## config.mk

```make
export PLATFORM = sky130hd
export DESIGN_NAME = greedy_vertex_cover_core
export DESIGN_NICKNAME = d
export VERILOG_FILES = /design/src/rtl/gvc_pkg.sv /design/src/rtl/gvc_ram.sv /design/src/rtl/greedy_vertex_cover_core.sv
export SDC_FILE = /design/constraint.sdc
export NUM_CORES = 2
export LEC_CHECK = 0
export BUFFER_PORTS_ARGS = -buffer_cell sky130_fd_sc_hd__buf_2
export CAP_MARGIN = 10
export CELL_PAD_IN_SITES_DETAIL_PLACEMENT = 1
export CELL_PAD_IN_SITES_GLOBAL_PLACEMENT = 1
export CORE_UTILIZATION = 54
export DETAILED_ROUTE_END_ITERATION = 12
export PLACE_DENSITY = 0.84
export SETUP_SLACK_MARGIN = 0.5
export SLEW_MARGIN = 30
export SYNTH_ARGS = -nofsm -noshare
export SYNTH_HDL_FRONTEND = slang
export SYNTH_HIERARCHICAL = 1
export SYNTH_SLANG_ARGS = --single-unit
```

## constraint.sdc

```tcl
create_clock -name i_clk -period 9.9 [get_ports i_clk]
set_input_delay 1.98 -clock i_clk [delete_from_list [all_inputs] [get_ports i_clk]]
set_output_delay 1.98 -clock i_clk [all_outputs]
set_load 0.02 [all_outputs]
```

## src/rtl/gvc_pkg.sv

```systemverilog
// gvc_pkg: shared widths for the greedy vertex cover core.
// No dependencies; imported by greedy_vertex_cover_core.
`timescale 1ns / 1ps

package gvc_pkg;

    localparam int INDEX_W  = 5;
    localparam int ROW_W    = 32;
    localparam int VERTEX_W = 6;

    typedef logic [VERTEX_W-1:0] t_vertex;

endpackage

```

## src/rtl/gvc_ram.sv

```systemverilog
// gvc_ram: generic simple dual-port RAM, one write port, one registered read port.
// No dependencies; used for the adjacency rows and the cover list.
`timescale 1ns / 1ps

module gvc_ram #(
    parameter int WIDTH = 32,
    parameter int DEPTH = 32
) (
    input  logic                     i_clk,
    input  logic                     i_we,
    input  logic [$clog2(DEPTH)-1:0] i_waddr,
    input  logic [WIDTH-1:0]         i_wdata,
    input  logic [$clog2(DEPTH)-1:0] i_raddr,
    output logic [WIDTH-1:0]         o_rdata
);

    logic [WIDTH-1:0] r_mem [DEPTH];

    always_ff @(posedge i_clk) begin
        if (i_we) begin
            r_mem[i_waddr] <= i_wdata;
        end
        o_rdata <= r_mem[i_raddr];
    end

endmodule

```

## src/rtl/greedy_vertex_cover_core.sv

```systemverilog
// greedy_vertex_cover_core: loads adjacency rows and emits a greedy vertex cover.
// Depends on gvc_pkg and gvc_ram.
//
// Usage:
//   Input: a row beat is taken at a clock edge with start high and busy low.
//   Each beat writes one adjacency row; a beat with i_last_row set also fixes
//   the vertex count (row index + 1) and starts the cover computation.
//   Plain rows do not raise busy.
//   Output: each cover vertex (1-based) appears for one cycle with
//   o_result_stb high; the last beat carries o_last_in_cover and
//   o_cover_size. An edgeless graph gives one beat of zeros. Results cannot
//   be held off; busy drops in the cycle the last beat is on the ports.
//   After the last row the core makes the matrix symmetric, masked to the
//   vertex count; each pass then takes the neighbour of every degree-one
//   vertex and strips its edges, a max-degree scan takes a vertex when a
//   pass finds none, and the cover vertices are emitted one per beat.
//   Every step goes through the single read port of the adjacency RAM,
//   which sets the rate.
//   Reset: a clearing pass over all MAX_VERTICES rows zeroes the adjacency RAM;
//   busy is high during it.

`timescale 1ns / 1ps

module greedy_vertex_cover_core #(
    parameter int MAX_VERTICES = 32
) (
    input  logic                          i_clk,
    input  logic                          i_rst_n,
    input  logic                          start,
    output logic                          busy,
    input  logic [gvc_pkg::INDEX_W-1:0]   i_row_index,
    input  logic [gvc_pkg::ROW_W-1:0]     i_row_bits,
    input  logic                          i_last_row,
    output logic                          o_result_stb,
    output logic [gvc_pkg::VERTEX_W-1:0]  o_cover_vertex,
    output logic                          o_last_in_cover,
    output logic [gvc_pkg::VERTEX_W-1:0]  o_cover_size
);

    import gvc_pkg::*;

    localparam int AW = $clog2(MAX_VERTICES);
    localparam int CW = $clog2(MAX_VERTICES + 1);
    localparam logic [AW-1:0] LAST_IDX = AW'(MAX_VERTICES - 1);

    typedef logic [MAX_VERTICES-1:0] t_row;

    typedef enum logic [3:0] {
        S_CLR, S_IDLE,
        S_SYM_RD, S_SYM_WR, S_SET_RD, S_SET_WR,
        S_P_RD, S_P_CHK,
        S_M_RD, S_M_CHK,
        S_ST_RD, S_ST_ROW, S_ST_NB_RD, S_ST_NB_WR,
        S_OUT
    } t_state;

    t_state        r_state;
    logic [AW-1:0] r_i, r_v, r_j, r_bi, r_optr;
    logic [CW-1:0] r_n, r_best, r_cnt;
    t_row          r_bits;
    logic          r_found, r_ret_max;
    logic          r_emit_vld, r_emit_last, r_emit_zero;

    logic          adj_we;
    logic [AW-1:0] adj_waddr, adj_raddr;
    t_row          adj_wdata, adj_rdata;
    logic          cov_we;
    logic [AW-1:0] cov_waddr, cov_raddr, cov_rdata;

    t_row          w_mask, w_sym;
    logic [AW-1:0] w_enc_rd, w_enc_bits, w_bi_new;
    logic [CW-1:0] w_pop, w_best_new;
    logic          w_one, w_accept, w_idx_ok, w_last_i;
    logic [CW-1:0] w_n_new;

    gvc_ram #(.WIDTH(MAX_VERTICES), .DEPTH(MAX_VERTICES)) u_adj_ram (
        .i_clk   (i_clk),
        .i_we    (adj_we),
        .i_waddr (adj_waddr),
        .i_wdata (adj_wdata),
        .i_raddr (adj_raddr),
        .o_rdata (adj_rdata)
    );

    gvc_ram #(.WIDTH(AW), .DEPTH(MAX_VERTICES)) u_cov_ram (
        .i_clk   (i_clk),
        .i_we    (cov_we),
        .i_waddr (cov_waddr),
        .i_wdata (r_state == S_P_CHK ? w_enc_rd : w_bi_new),
        .i_raddr (cov_raddr),
        .o_rdata (cov_rdata)
    );

    assign w_accept = start && !busy;
    assign w_idx_ok = 32'(i_row_index) < 32'(MAX_VERTICES);
    assign w_last_i = r_i == LAST_IDX;
    assign w_n_new  = (32'(i_row_index) + 1 > 32'(MAX_VERTICES)) ? CW'(MAX_VERTICES)
                                                                 : CW'(i_row_index) + CW'(1);

    always_comb begin
        w_enc_rd   = '0;
        w_enc_bits = '0;
        w_pop      = '0;
        for (int k = MAX_VERTICES - 1; k >= 0; k--) begin
            if (adj_rdata[k]) begin
                w_enc_rd = AW'(k);
            end
            if (r_bits[k]) begin
                w_enc_bits = AW'(k);
            end
        end
        for (int k = 0; k < MAX_VERTICES; k++) begin
            w_pop = w_pop + CW'(adj_rdata[k]);
            w_mask[k] = 32'(k) < 32'(r_n);
        end
    end

    assign w_one      = (adj_rdata != '0) && ((adj_rdata & (adj_rdata - t_row'(1))) == '0);
    assign w_sym      = (32'(r_i) < 32'(r_n)) ? (adj_rdata & w_mask & ~(t_row'(1) << r_i)) : '0;
    assign w_best_new = (w_pop > r_best) ? w_pop : r_best;
    assign w_bi_new   = (w_pop > r_best) ? r_i : r_bi;

    always_comb begin
        adj_we    = 1'b0;
        adj_waddr = r_i;
        adj_wdata = '0;
        adj_raddr = r_i;
        cov_we    = 1'b0;
        cov_waddr = AW'(r_cnt);
        cov_raddr = r_optr;
        case (r_state)
            S_CLR: begin
                adj_we = 1'b1;
            end
            S_IDLE: begin
                adj_we    = w_accept && w_idx_ok;
                adj_waddr = AW'(i_row_index);
                adj_wdata = t_row'(i_row_bits);
            end
            S_SYM_WR: begin
                adj_we    = 1'b1;
                adj_wdata = w_sym;
            end
            S_SET_RD: begin
                adj_raddr = w_enc_bits;
            end
            S_SET_WR: begin
                adj_we    = 1'b1;
                adj_waddr = r_j;
                adj_wdata = adj_rdata | (t_row'(1) << r_i);
            end
            S_P_CHK: begin
                cov_we = w_one && (32'(r_cnt) < 32'(MAX_VERTICES));
            end
            S_M_CHK: begin
                cov_we = w_last_i && (w_best_new != '0)
                         && (32'(r_cnt) < 32'(MAX_VERTICES));
            end
            S_ST_RD: begin
                adj_raddr = r_v;
            end
            S_ST_ROW: begin
                adj_we    = 1'b1;
                adj_waddr = r_v;
            end
            S_ST_NB_RD: begin
                adj_raddr = w_enc_bits;
            end
            S_ST_NB_WR: begin
                adj_we    = 1'b1;
                adj_waddr = r_j;
                adj_wdata = adj_rdata & ~(t_row'(1) << r_v);
            end
            default: begin
            end
        endcase
    end

    always_ff @(posedge i_clk) begin
        if (!i_rst_n) begin
            r_state     <= S_CLR;
            r_i         <= '0;
            r_n         <= '0;
            r_cnt       <= '0;
            r_found     <= 1'b0;
            r_ret_max   <= 1'b0;
            r_emit_vld  <= 1'b0;
            r_emit_last <= 1'b0;
            r_emit_zero <= 1'b0;
        end else begin
            r_emit_vld <= 1'b0;
            case (r_state)
                S_CLR: begin
                    r_i <= r_i + AW'(1);
                    if (w_last_i) begin
                        r_state <= S_IDLE;
                    end
                end
                S_IDLE: begin
                    if (w_accept && i_last_row) begin
                        r_n     <= w_n_new;
                        r_i     <= '0;
                        r_cnt   <= '0;
                        r_state <= S_SYM_RD;
                    end
                end
                S_SYM_RD: begin
                    r_state <= S_SYM_WR;
                end
                S_SYM_WR: begin
                    r_bits  <= w_sym;
                    r_state <= S_SET_RD;
                end
                S_SET_RD: begin
                    if (r_bits == '0) begin
                        r_i <= w_last_i ? '0 : r_i + AW'(1);
                        r_found <= 1'b0;
                        r_state <= w_last_i ? S_P_RD : S_SYM_RD;
                    end else begin
                        r_j     <= w_enc_bits;
                        r_bits  <= r_bits & ~(t_row'(1) << w_enc_bits);
                        r_state <= S_SET_WR;
                    end
                end
                S_SET_WR: begin
                    r_state <= S_SET_RD;
                end
                S_P_RD: begin
                    r_state <= S_P_CHK;
                end
                S_P_CHK: begin
                    if (w_one) begin
                        if (32'(r_cnt) < 32'(MAX_VERTICES)) begin
                            r_cnt <= r_cnt + CW'(1);
                        end
                        r_found   <= 1'b1;
                        r_v       <= w_enc_rd;
                        r_ret_max <= 1'b0;
                        r_state   <= S_ST_RD;
                    end else if (!w_last_i) begin
                        r_i     <= r_i + AW'(1);
                        r_state <= S_P_RD;
                    end else if (r_found) begin
                        r_i     <= '0;
                        r_found <= 1'b0;
                        r_state <= S_P_RD;
                    end else begin
                        r_i     <= '0;
                        r_best  <= '0;
                        r_bi    <= '0;
                        r_state <= S_M_RD;
                    end
                end
                S_M_RD: begin
                    r_state <= S_M_CHK;
                end
                S_M_CHK: begin
                    r_best <= w_best_new;
                    r_bi   <= w_bi_new;
                    if (!w_last_i) begin
                        r_i     <= r_i + AW'(1);
                        r_state <= S_M_RD;
                    end else if (w_best_new != '0) begin
                        if (32'(r_cnt) < 32'(MAX_VERTICES)) begin
                            r_cnt <= r_cnt + CW'(1);
                        end
                        r_v       <= w_bi_new;
                        r_ret_max <= 1'b1;
                        r_state   <= S_ST_RD;
                    end else if (r_cnt == '0) begin
                        r_emit_vld  <= 1'b1;
                        r_emit_last <= 1'b0;
                        r_emit_zero <= 1'b1;
                        r_state     <= S_IDLE;
                    end else begin
                        r_optr  <= '0;
                        r_state <= S_OUT;
                    end
                end
                S_ST_RD: begin
                    r_state <= S_ST_ROW;
                end
                S_ST_ROW: begin
                    r_bits  <= adj_rdata;
                    r_state <= S_ST_NB_RD;
                end
                S_ST_NB_RD: begin
                    if (r_bits != '0) begin
                        r_j     <= w_enc_bits;
                        r_bits  <= r_bits & ~(t_row'(1) << w_enc_bits);
                        r_state <= S_ST_NB_WR;
                    end else if (r_ret_max || w_last_i) begin
                        r_i     <= '0;
                        r_found <= 1'b0;
                        r_state <= S_P_RD;
                    end else begin
                        r_i     <= r_i + AW'(1);
                        r_state <= S_P_RD;
                    end
                end
                S_ST_NB_WR: begin
                    r_state <= S_ST_NB_RD;
                end
                S_OUT: begin
                    r_emit_vld  <= 1'b1;
                    r_emit_zero <= 1'b0;
                    r_emit_last <= (CW'(r_optr) + CW'(1)) == r_cnt;
                    r_optr      <= r_optr + AW'(1);
                    if ((CW'(r_optr) + CW'(1)) == r_cnt) begin
                        r_state <= S_IDLE;
                    end
                end
                default: begin
                    r_state <= S_IDLE;
                end
            endcase
        end
    end

    assign busy            = r_state != S_IDLE;
    assign o_result_stb    = r_emit_vld;
    assign o_cover_vertex  = r_emit_zero ? '0 : VERTEX_W'(cov_rdata) + VERTEX_W'(1);
    assign o_last_in_cover = r_emit_last;
    assign o_cover_size    = r_emit_last ? VERTEX_W'(r_cnt) : '0;

endmodule

```

Yosys cells after proc, flatten, opt, wreduce, memory -nomap -nowiden
Memory sizes are Yosys's and may differ from the RTL's. A register that Yosys moved wholly into a read port is not among the register bits.
Index checks and enable logic that the tools add are counted.
Operators by class
  multiplexer cells: 151
  equal/unequal tests: 36
  order comparisons: 36
  bitwise operators: 9
  reductions and logical operators: 39
  $add $sub $neg: 39
  shift operators: 3
Operators by type and width (number)
  two-way mux 5 bit: 84
  one-hot mux 32 bit (4 select lines): 2
  bitwise AND 32 bit: 5
  adder 6 x 1 -> 6 bit: 26
  < comparator 5 x 6 -> 1 bit, first input constant: 16
  two-way mux 32 bit: 3
  NOT 32 bit: 3
  << shifter 1 x 5 -> 32 bit, first input constant: 3
  two-way mux 6 bit: 12
  logical NOT 32 bit: 2
  nonzero test 32 bit: 2
  one-hot mux 4 bit (13 select lines): 1
  one-hot mux 5 bit (2 select lines): 5
  < comparator 4 x 6 -> 1 bit, first input constant: 8
  two-way mux 4 bit: 10
  != test 2 bit, second input constant: 18
  bitwise OR 32 bit: 1
  subtractor 32 x 1 -> 32 bit, second input constant: 1
  one-hot mux 5 bit (6 select lines): 1
  == test 4 bit, second input constant: 7
  AND reduction 5 bit: 5
  adder 5 x 1 -> 6 bit, second input constant: 4
  < comparator 3 x 6 -> 1 bit, first input constant: 4
  two-way mux 1 bit: 21
  41 further kinds: 69
Word-level totals
  memories kept: 2
  output and inout bits: 15
  memory bits (writable): 1184
  register bits after elaboration: 84
  input bits: 41
  word-level logic and storage cells: 330
Memories
  u_adj_ram.r_mem: depth 32, bits a word 32, rd ports 1, clocked after memory_dff 1, write ports 1, line gvc_ram.sv:17  | logic [WIDTH-1:0] r_mem [DEPTH];
  u_cov_ram.r_mem: depth 32, bits a word 5, rd ports 1, clocked after memory_dff 1, write ports 1, line gvc_ram.sv:17

Depth between registers and ports, before layout
  depth in word-level cells: 39
  depth in mapped cells: 29
  depth with buffers taken out: 27

By module
Netlist, hierarchy kept.
By module, submodules not included
  gvc_ram (u_adj_ram): instances 1, seq. area each 31390.1 µm², area an instance 40487.6 µm², cells an instance 2260
  greedy_vertex_cover_core: instances 1, seq. area each 2262.2 µm², area an instance 9337.7 µm², cells an instance 1176
  gvc_ram (u_cov_ram): instances 1, seq. area each 4904.7 µm², area an instance 6344.8 µm², cells an instance 277

Worst setup path after synthesis
No wires, ideal clock.
  kind: register to register
  from: register u_adj_ram.o_rdata[0] (read register of u_adj_ram.r_mem)
  to: memory u_cov_ram/r_mem[12][0] in the netlist's numbering (enable)
  buffers on the path: 1
  arrival: 7.149 ns
  slack: 2.411 ns
  cell stages (with the launch flop): 29
  path through: dfxtp_1 > inv_1 > fa_1 > inv_1 > fa_1 > fa_1 > fa_1 > fa_1 > inv_1 > fa_1 > inv_1 > ha_1 > inv_1 > fa_1 > or2b_1 > a21oi_1 > xor2_1 > ha_1 > nand2_1 > mux2i_1 > a21oi_1 > or4b_4 > and2_4 > and3_1 > a21oi_1 > nor3_1 > or3b_2 > clkbuf_1 > nor2_1
On the way
  word-level cells in the longest chain between the ends: 39
  elaborated cells on any way between the ends: 45
  those cells by class: add/sub (32); order compare (1); mux (4); bitwise (1); reduce/logical (7)
Ends and longest elaborated chain
  start: declaration: line gvc_ram.sv:14  | output logic [WIDTH-1:0] o_rdata
  adder 1 x 1 -> 2 bit: line greedy_vertex_cover_core.sv:113  | w_pop = w_pop + CW'(adj_rdata[k]);
  adder 2 x 1 -> 3 bit: line greedy_vertex_cover_core.sv:113
  adder 3 x 1 -> 4 bit: line greedy_vertex_cover_core.sv:113
  adder 4 x 1 -> 5 bit: line greedy_vertex_cover_core.sv:113
  adder 5 x 1 -> 6 bit: line greedy_vertex_cover_core.sv:113
  adder 6 x 1 -> 6 bit (26 in a row): line greedy_vertex_cover_core.sv:113
  > comparator 6 bit: line greedy_vertex_cover_core.sv:120  | assign w_best_new = (w_pop > r_best) ? w_pop : r_best;
  two-way mux 6 bit: line greedy_vertex_cover_core.sv:120
  nonzero test 6 bit: line greedy_vertex_cover_core.sv:156  | cov_we = w_last_i && (w_best_new != '0)
  logical AND 1 bit: line greedy_vertex_cover_core.sv:156
  logical AND 1 bit: line greedy_vertex_cover_core.sv:157  | && (32'(r_cnt) < 32'(MAX_VERTICES));
  one-hot mux 1 bit (2 select lines) *: line greedy_vertex_cover_core.sv:131  | case (r_state)
  named net cov_we: line greedy_vertex_cover_core.sv:67  | logic cov_we;
  two-way mux 1 bit *: line gvc_ram.sv:20  | if (i_we) begin
  two-way mux 1 bit (implied by the code) *: line gvc_ram.sv:21  | r_mem[i_waddr] <= i_wdata;
  end: declaration: line gvc_ram.sv:17
The timed path passes the listed nets; every way through them passes the cells marked *.

Worst setup path after layout
  from: register u_adj_ram.o_rdata[0] (read register of u_adj_ram.r_mem)
  to: memory u_cov_ram/r_mem[27][1] in the netlist's numbering (enable)
The elaborated chain is that of the path after synthesis.

==> metrics.md <==
| Metric | Value |
|---|---|
| Number of vias per cell after detailed routing | 6.97 |
| Run status | completed |
| Overall track demand over capacity in global routing | 34.8% |
| Share of synthesized flip-flops with an asynchronous set or reset | 0% |
| Count of synthesis-stage warnings from yosys | 6 |
| Most frequent cell on the critical path | sky130_fd_sc_hd__fa_1 |
| Clock Tree Root | sky130_fd_sc_hd__clkbuf_16 |
| Die height | 325 um |
| First-pass GRT wire length | 265 mm |
| Area of the core | 102000 um^2 |
| Detailed Route Iter0 Violations | 4911 |
| Cell row count | 117 |
| Worst slew slack as a fraction of its limit | 27.5% |
| Via count | 36.7k |
| Drt drc | 0 |
| Via count of the first global-routing pass | 37.7k |
| Max rail drop VDD | 1640 uV |
| Horizontal die dimension | 325 um |
| Power per cell area | 328 nW/um^2 |
| Source of the worst register-to-register timing path | u_adj_ram/o_rdata[0] |
| Path type of the worst setup path | flip-flop to flip-flop |
| DP Cell Count | 5018 |
| Slew at the pin with the worst max-slew slack | 1080 ps |
| Setup slack on the worst flop-to-flop path | 1020 ps |
| Element type at the critical path start | flip-flop |
| Cts-stage hold buffer count | 0 |
| Leakage power of the design | 20.5 nW |
| Total count of max-transition violations in the final report | 0 |
| Clock Path Buffers | 3 |
| Max Cap Viol | 0 |
| Sequential share of the synthesized area | 68.6% |
| Number of nets with antenna violations after detailed routing | 0 |
| Residual overflow from global routing | 0 |
| Final weighted congestion of routability-driven global placement | 0.999 |
| First-pass detailed-route iteration total | 10 |
| Starting density of the core | 54.8% |
| Distinct cells, synth | 103 |
| Fin Setup TNS | 0 ps |
| Post-layout net count | 3883 |
| Avg WL per Cell | 35.2 um |
| Number of buffer cells added on primary ports | 55 |
| Post-synthesis average cell area | 15.1 um^2 |
| Mapped Nets | 3809 |
| Final setup violation count | 0 |
| Synth Instances | 3713 |
| Pin count of the biggest net entering global routing | 110 |
| Post-CTS clock slew at the launch and capture registers of the worst setup and hold paths | 60 ps |
| Die Footprint | 105000 um^2 |
| Number of buffers added by the clock tree synthesis step | 134 |
| Post-cts repair resize count | 0 |
| Clock tree skew after final layout | 38.2 ps |
| Unrepaired setup endpoints after global routing | no |
| Num Clock Sinks | 1305 |
| Cell at the slowest stage of the critical path | sky130_fd_sc_hd__nor2_1 |
| FMAX | 113 MHz |
| Worst R2R End | u_cov_ram/r_mem[27][1] |
| Worst hold slack across all endpoints | 519 ps |
| CP peak stage delay | 640 ps |
| Hold wc startpoint | r_ret_max |
| Number of enable flip-flop cells after synthesis | 1242 |
| Number of cells on the worst reg-to-reg path | 28 |
| Clock latency on the worst-skew pair | 770 ps |
| Final hold violations | 0 |
| Area grow syn2layout | 11.6% |
| Minimum clock period | 8880 ps |
| I/O pin total | 56 |
| Fillers | 9312 |
| Peak fanout along the critical path | 13 |
| Fraction of layout instances using a drive strength above 1 | 13.8% |
| Final HPWL from detailed placement | 108 mm |
| Register bit count reported by yosys | 1305 |
| CTS tree | done |
| Post-CTS setup buffers | 0 |
| Worst EP required | 10280 ps |
| Worst hold-check path type | flip-flop to flip-flop |
| Main flop type after synthesis | sky130_fd_sc_hd__edfxtp_1 |
| Hold path depth | 2 |
| Post-layout instance count excluding filler cells | 5260 |
| Data arrival time of the worst path | 9260 ps |
| Crit end category | flip-flop |
| Level count of the clock H-tree | 4 |
| Endpoint, Worst Hold | r_ret_max |
| Number of antenna violations at the first check in global routing | 9 |
| Part of the cycle the worst path needs | 89.7% |
| Sum of internal, switching and leakage power | 20.6 mW |
| Mapped cell area | 56200 um^2 |
| Total Routed Length | 185 mm |
## state kept, by name, indices dropped and copies added, names as in the netlist
signal / flops
r_bi: 5
o_last_in_cover: 1
u_adj_ram/r_mem: 1024
r_best: 6
u_cov_ram/o_rdata: 5
cov_raddr: 5
r_emit_zero: 1
r_bits: 32
o_result_stb: 1
r_i: 5
r_v: 5
u_adj_ram/o_rdata: 32
r_j: 5
r_state: 4
u_cov_ram/r_mem: 160
r_cnt: 6
r_n: 6
r_found: 1
r_ret_max: 1
## worst max path at each step
stage                         startpoint  cells past startpoint                      to
CTS                 u_adj_ram/o_rdata[0]                     28  u_cov_ram/r_mem[27][2]
detailed placement  u_adj_ram/o_rdata[0]                     28  u_cov_ram/r_mem[18][1]
floorplan           u_adj_ram/o_rdata[0]                     28  u_cov_ram/r_mem[12][0]
global route        u_adj_ram/o_rdata[1]                     28  u_cov_ram/r_mem[27][2]
finish              u_adj_ram/o_rdata[0]                     28  u_cov_ram/r_mem[27][1]
global placement    u_adj_ram/o_rdata[0]                     28  u_cov_ram/r_mem[11][1]
## synth_stat cells (all sizes together) (15+ instances only)
cell type	number	area share (%)
fa	24	0.86
mux2i	529	9.4
nor2	163	1.1
a22oi	107	1.4
and2	18	0.20
nor3	60	0.57
a21oi	180	1.6
a31oi	66	0.75
nor4	24	0.37
o31ai	16	0.25
a22o	65	1.0
edfxtp	1242	66
dfxtp	63	2.2
and3	16	0.19
mux4	50	2.0
nand2	202	1.3
nand2b	15	0.17
nand3	162	1.4
ha	31	0.69
a211oi	31	0.42
inv	74	0.49
nor2b	19	0.21
buf	97	1.2
o21ai	68	0.61
clkbuf	124	0.84
a221o	24	0.43
## routing by layer
layer | routed length, um | vias to the layer above | GRT usage (%)
met3 | 17500 | 608 | 6.80
met4 | 10800 | 2 | 18.7
met5 | 13 | - | 0
li1 | - | 14834 | -
met1 | 67400 | 18749 | 43.9
met2 | 89600 | 2460 | 57.0
## report_power, final
group	internal, mW	switching [mW]	leakage (nW)
sequential	7.22	0.136	11.4
clock	2.84	2.20	2.07
combinational	3.13	5.04	7.03
## critical path, delay by kind of cell (launching register included)
family,cells,cell delay [ps]
adders and majority gates,9,3870
and+or+nand+nor,8,2690
buffers and inverters,6,680
DFF,1,500
xor gates and xnor gates,1,310
AOI/OAI and AO/OA,3,260
muxes,1,180
## metrics by stage
stage / cell area, um^2 / worst slack, ps / utilization (%)
after floorplan: 56200 / 2410 / -
after global placement: 58300 / 1460 / 56.9
after detailed placement: 58300 / 1200 / 56.9
after CTS: 62600 / 1110 / 61.1
after global routing: 62700 / 526 / 61.2
final: 62700 / 1020 / 61.2
## cells by family after synthesis
| logic type | after synthesis | share of synthesized area [%] |
|---|---|---|
| simple gates | 754 | 6.64 |
| fa+ha+maj | 55 | 1.55 |
| flops | 1305 | 68.6 |
| compound gates | 703 | 8.83 |
| mux | 585 | 11.6 |
| buf+inv | 295 | 2.54 |
| xor+xnor | 16 | 0.249 |
## area by class of cell
type,count,area [um^2],share of cell area (%)
Sequential cell,1305,38600,61.5
Inverter,74,278,0.443
Timing Repair Buffer,159,1150,1.84
Multi-Input combinational cell,2113,16700,26.6
Clock buffer,170,3570,5.70
Clock inverter,67,724,1.16
Antenna cell,4,10.0,0.0160
Tap cell,1368,1710,2.73
## cells in the final DEF, fill, tap and decap left out, types with 16 or more instances in the layout
cell and instances:
sky130_fd_sc_hd__a211oi_1 29, sky130_fd_sc_hd__a21oi_1 178, sky130_fd_sc_hd__a22o_1 65, sky130_fd_sc_hd__a22oi_1 107, sky130_fd_sc_hd__a31oi_1 65, sky130_fd_sc_hd__and2_1 16, sky130_fd_sc_hd__buf_2 55, sky130_fd_sc_hd__buf_4 97
sky130_fd_sc_hd__clkbuf_1 31, sky130_fd_sc_hd__clkbuf_16 137, sky130_fd_sc_hd__clkinv_1 22, sky130_fd_sc_hd__dfxtp_1 63, sky130_fd_sc_hd__edfxtp_1 1242, sky130_fd_sc_hd__fa_1 24, sky130_fd_sc_hd__ha_1 31, sky130_fd_sc_hd__inv_1 73
sky130_fd_sc_hd__mux2i_1 526, sky130_fd_sc_hd__mux4_2 50, sky130_fd_sc_hd__nand2_1 201, sky130_fd_sc_hd__nand3_1 162, sky130_fd_sc_hd__nor2_1 127, sky130_fd_sc_hd__nor2_4 35, sky130_fd_sc_hd__nor2b_1 17, sky130_fd_sc_hd__nor3_1 56
sky130_fd_sc_hd__nor4_1 19, sky130_fd_sc_hd__o21ai_0 59
No activity file was read; power rests on OpenSTA's default activity.
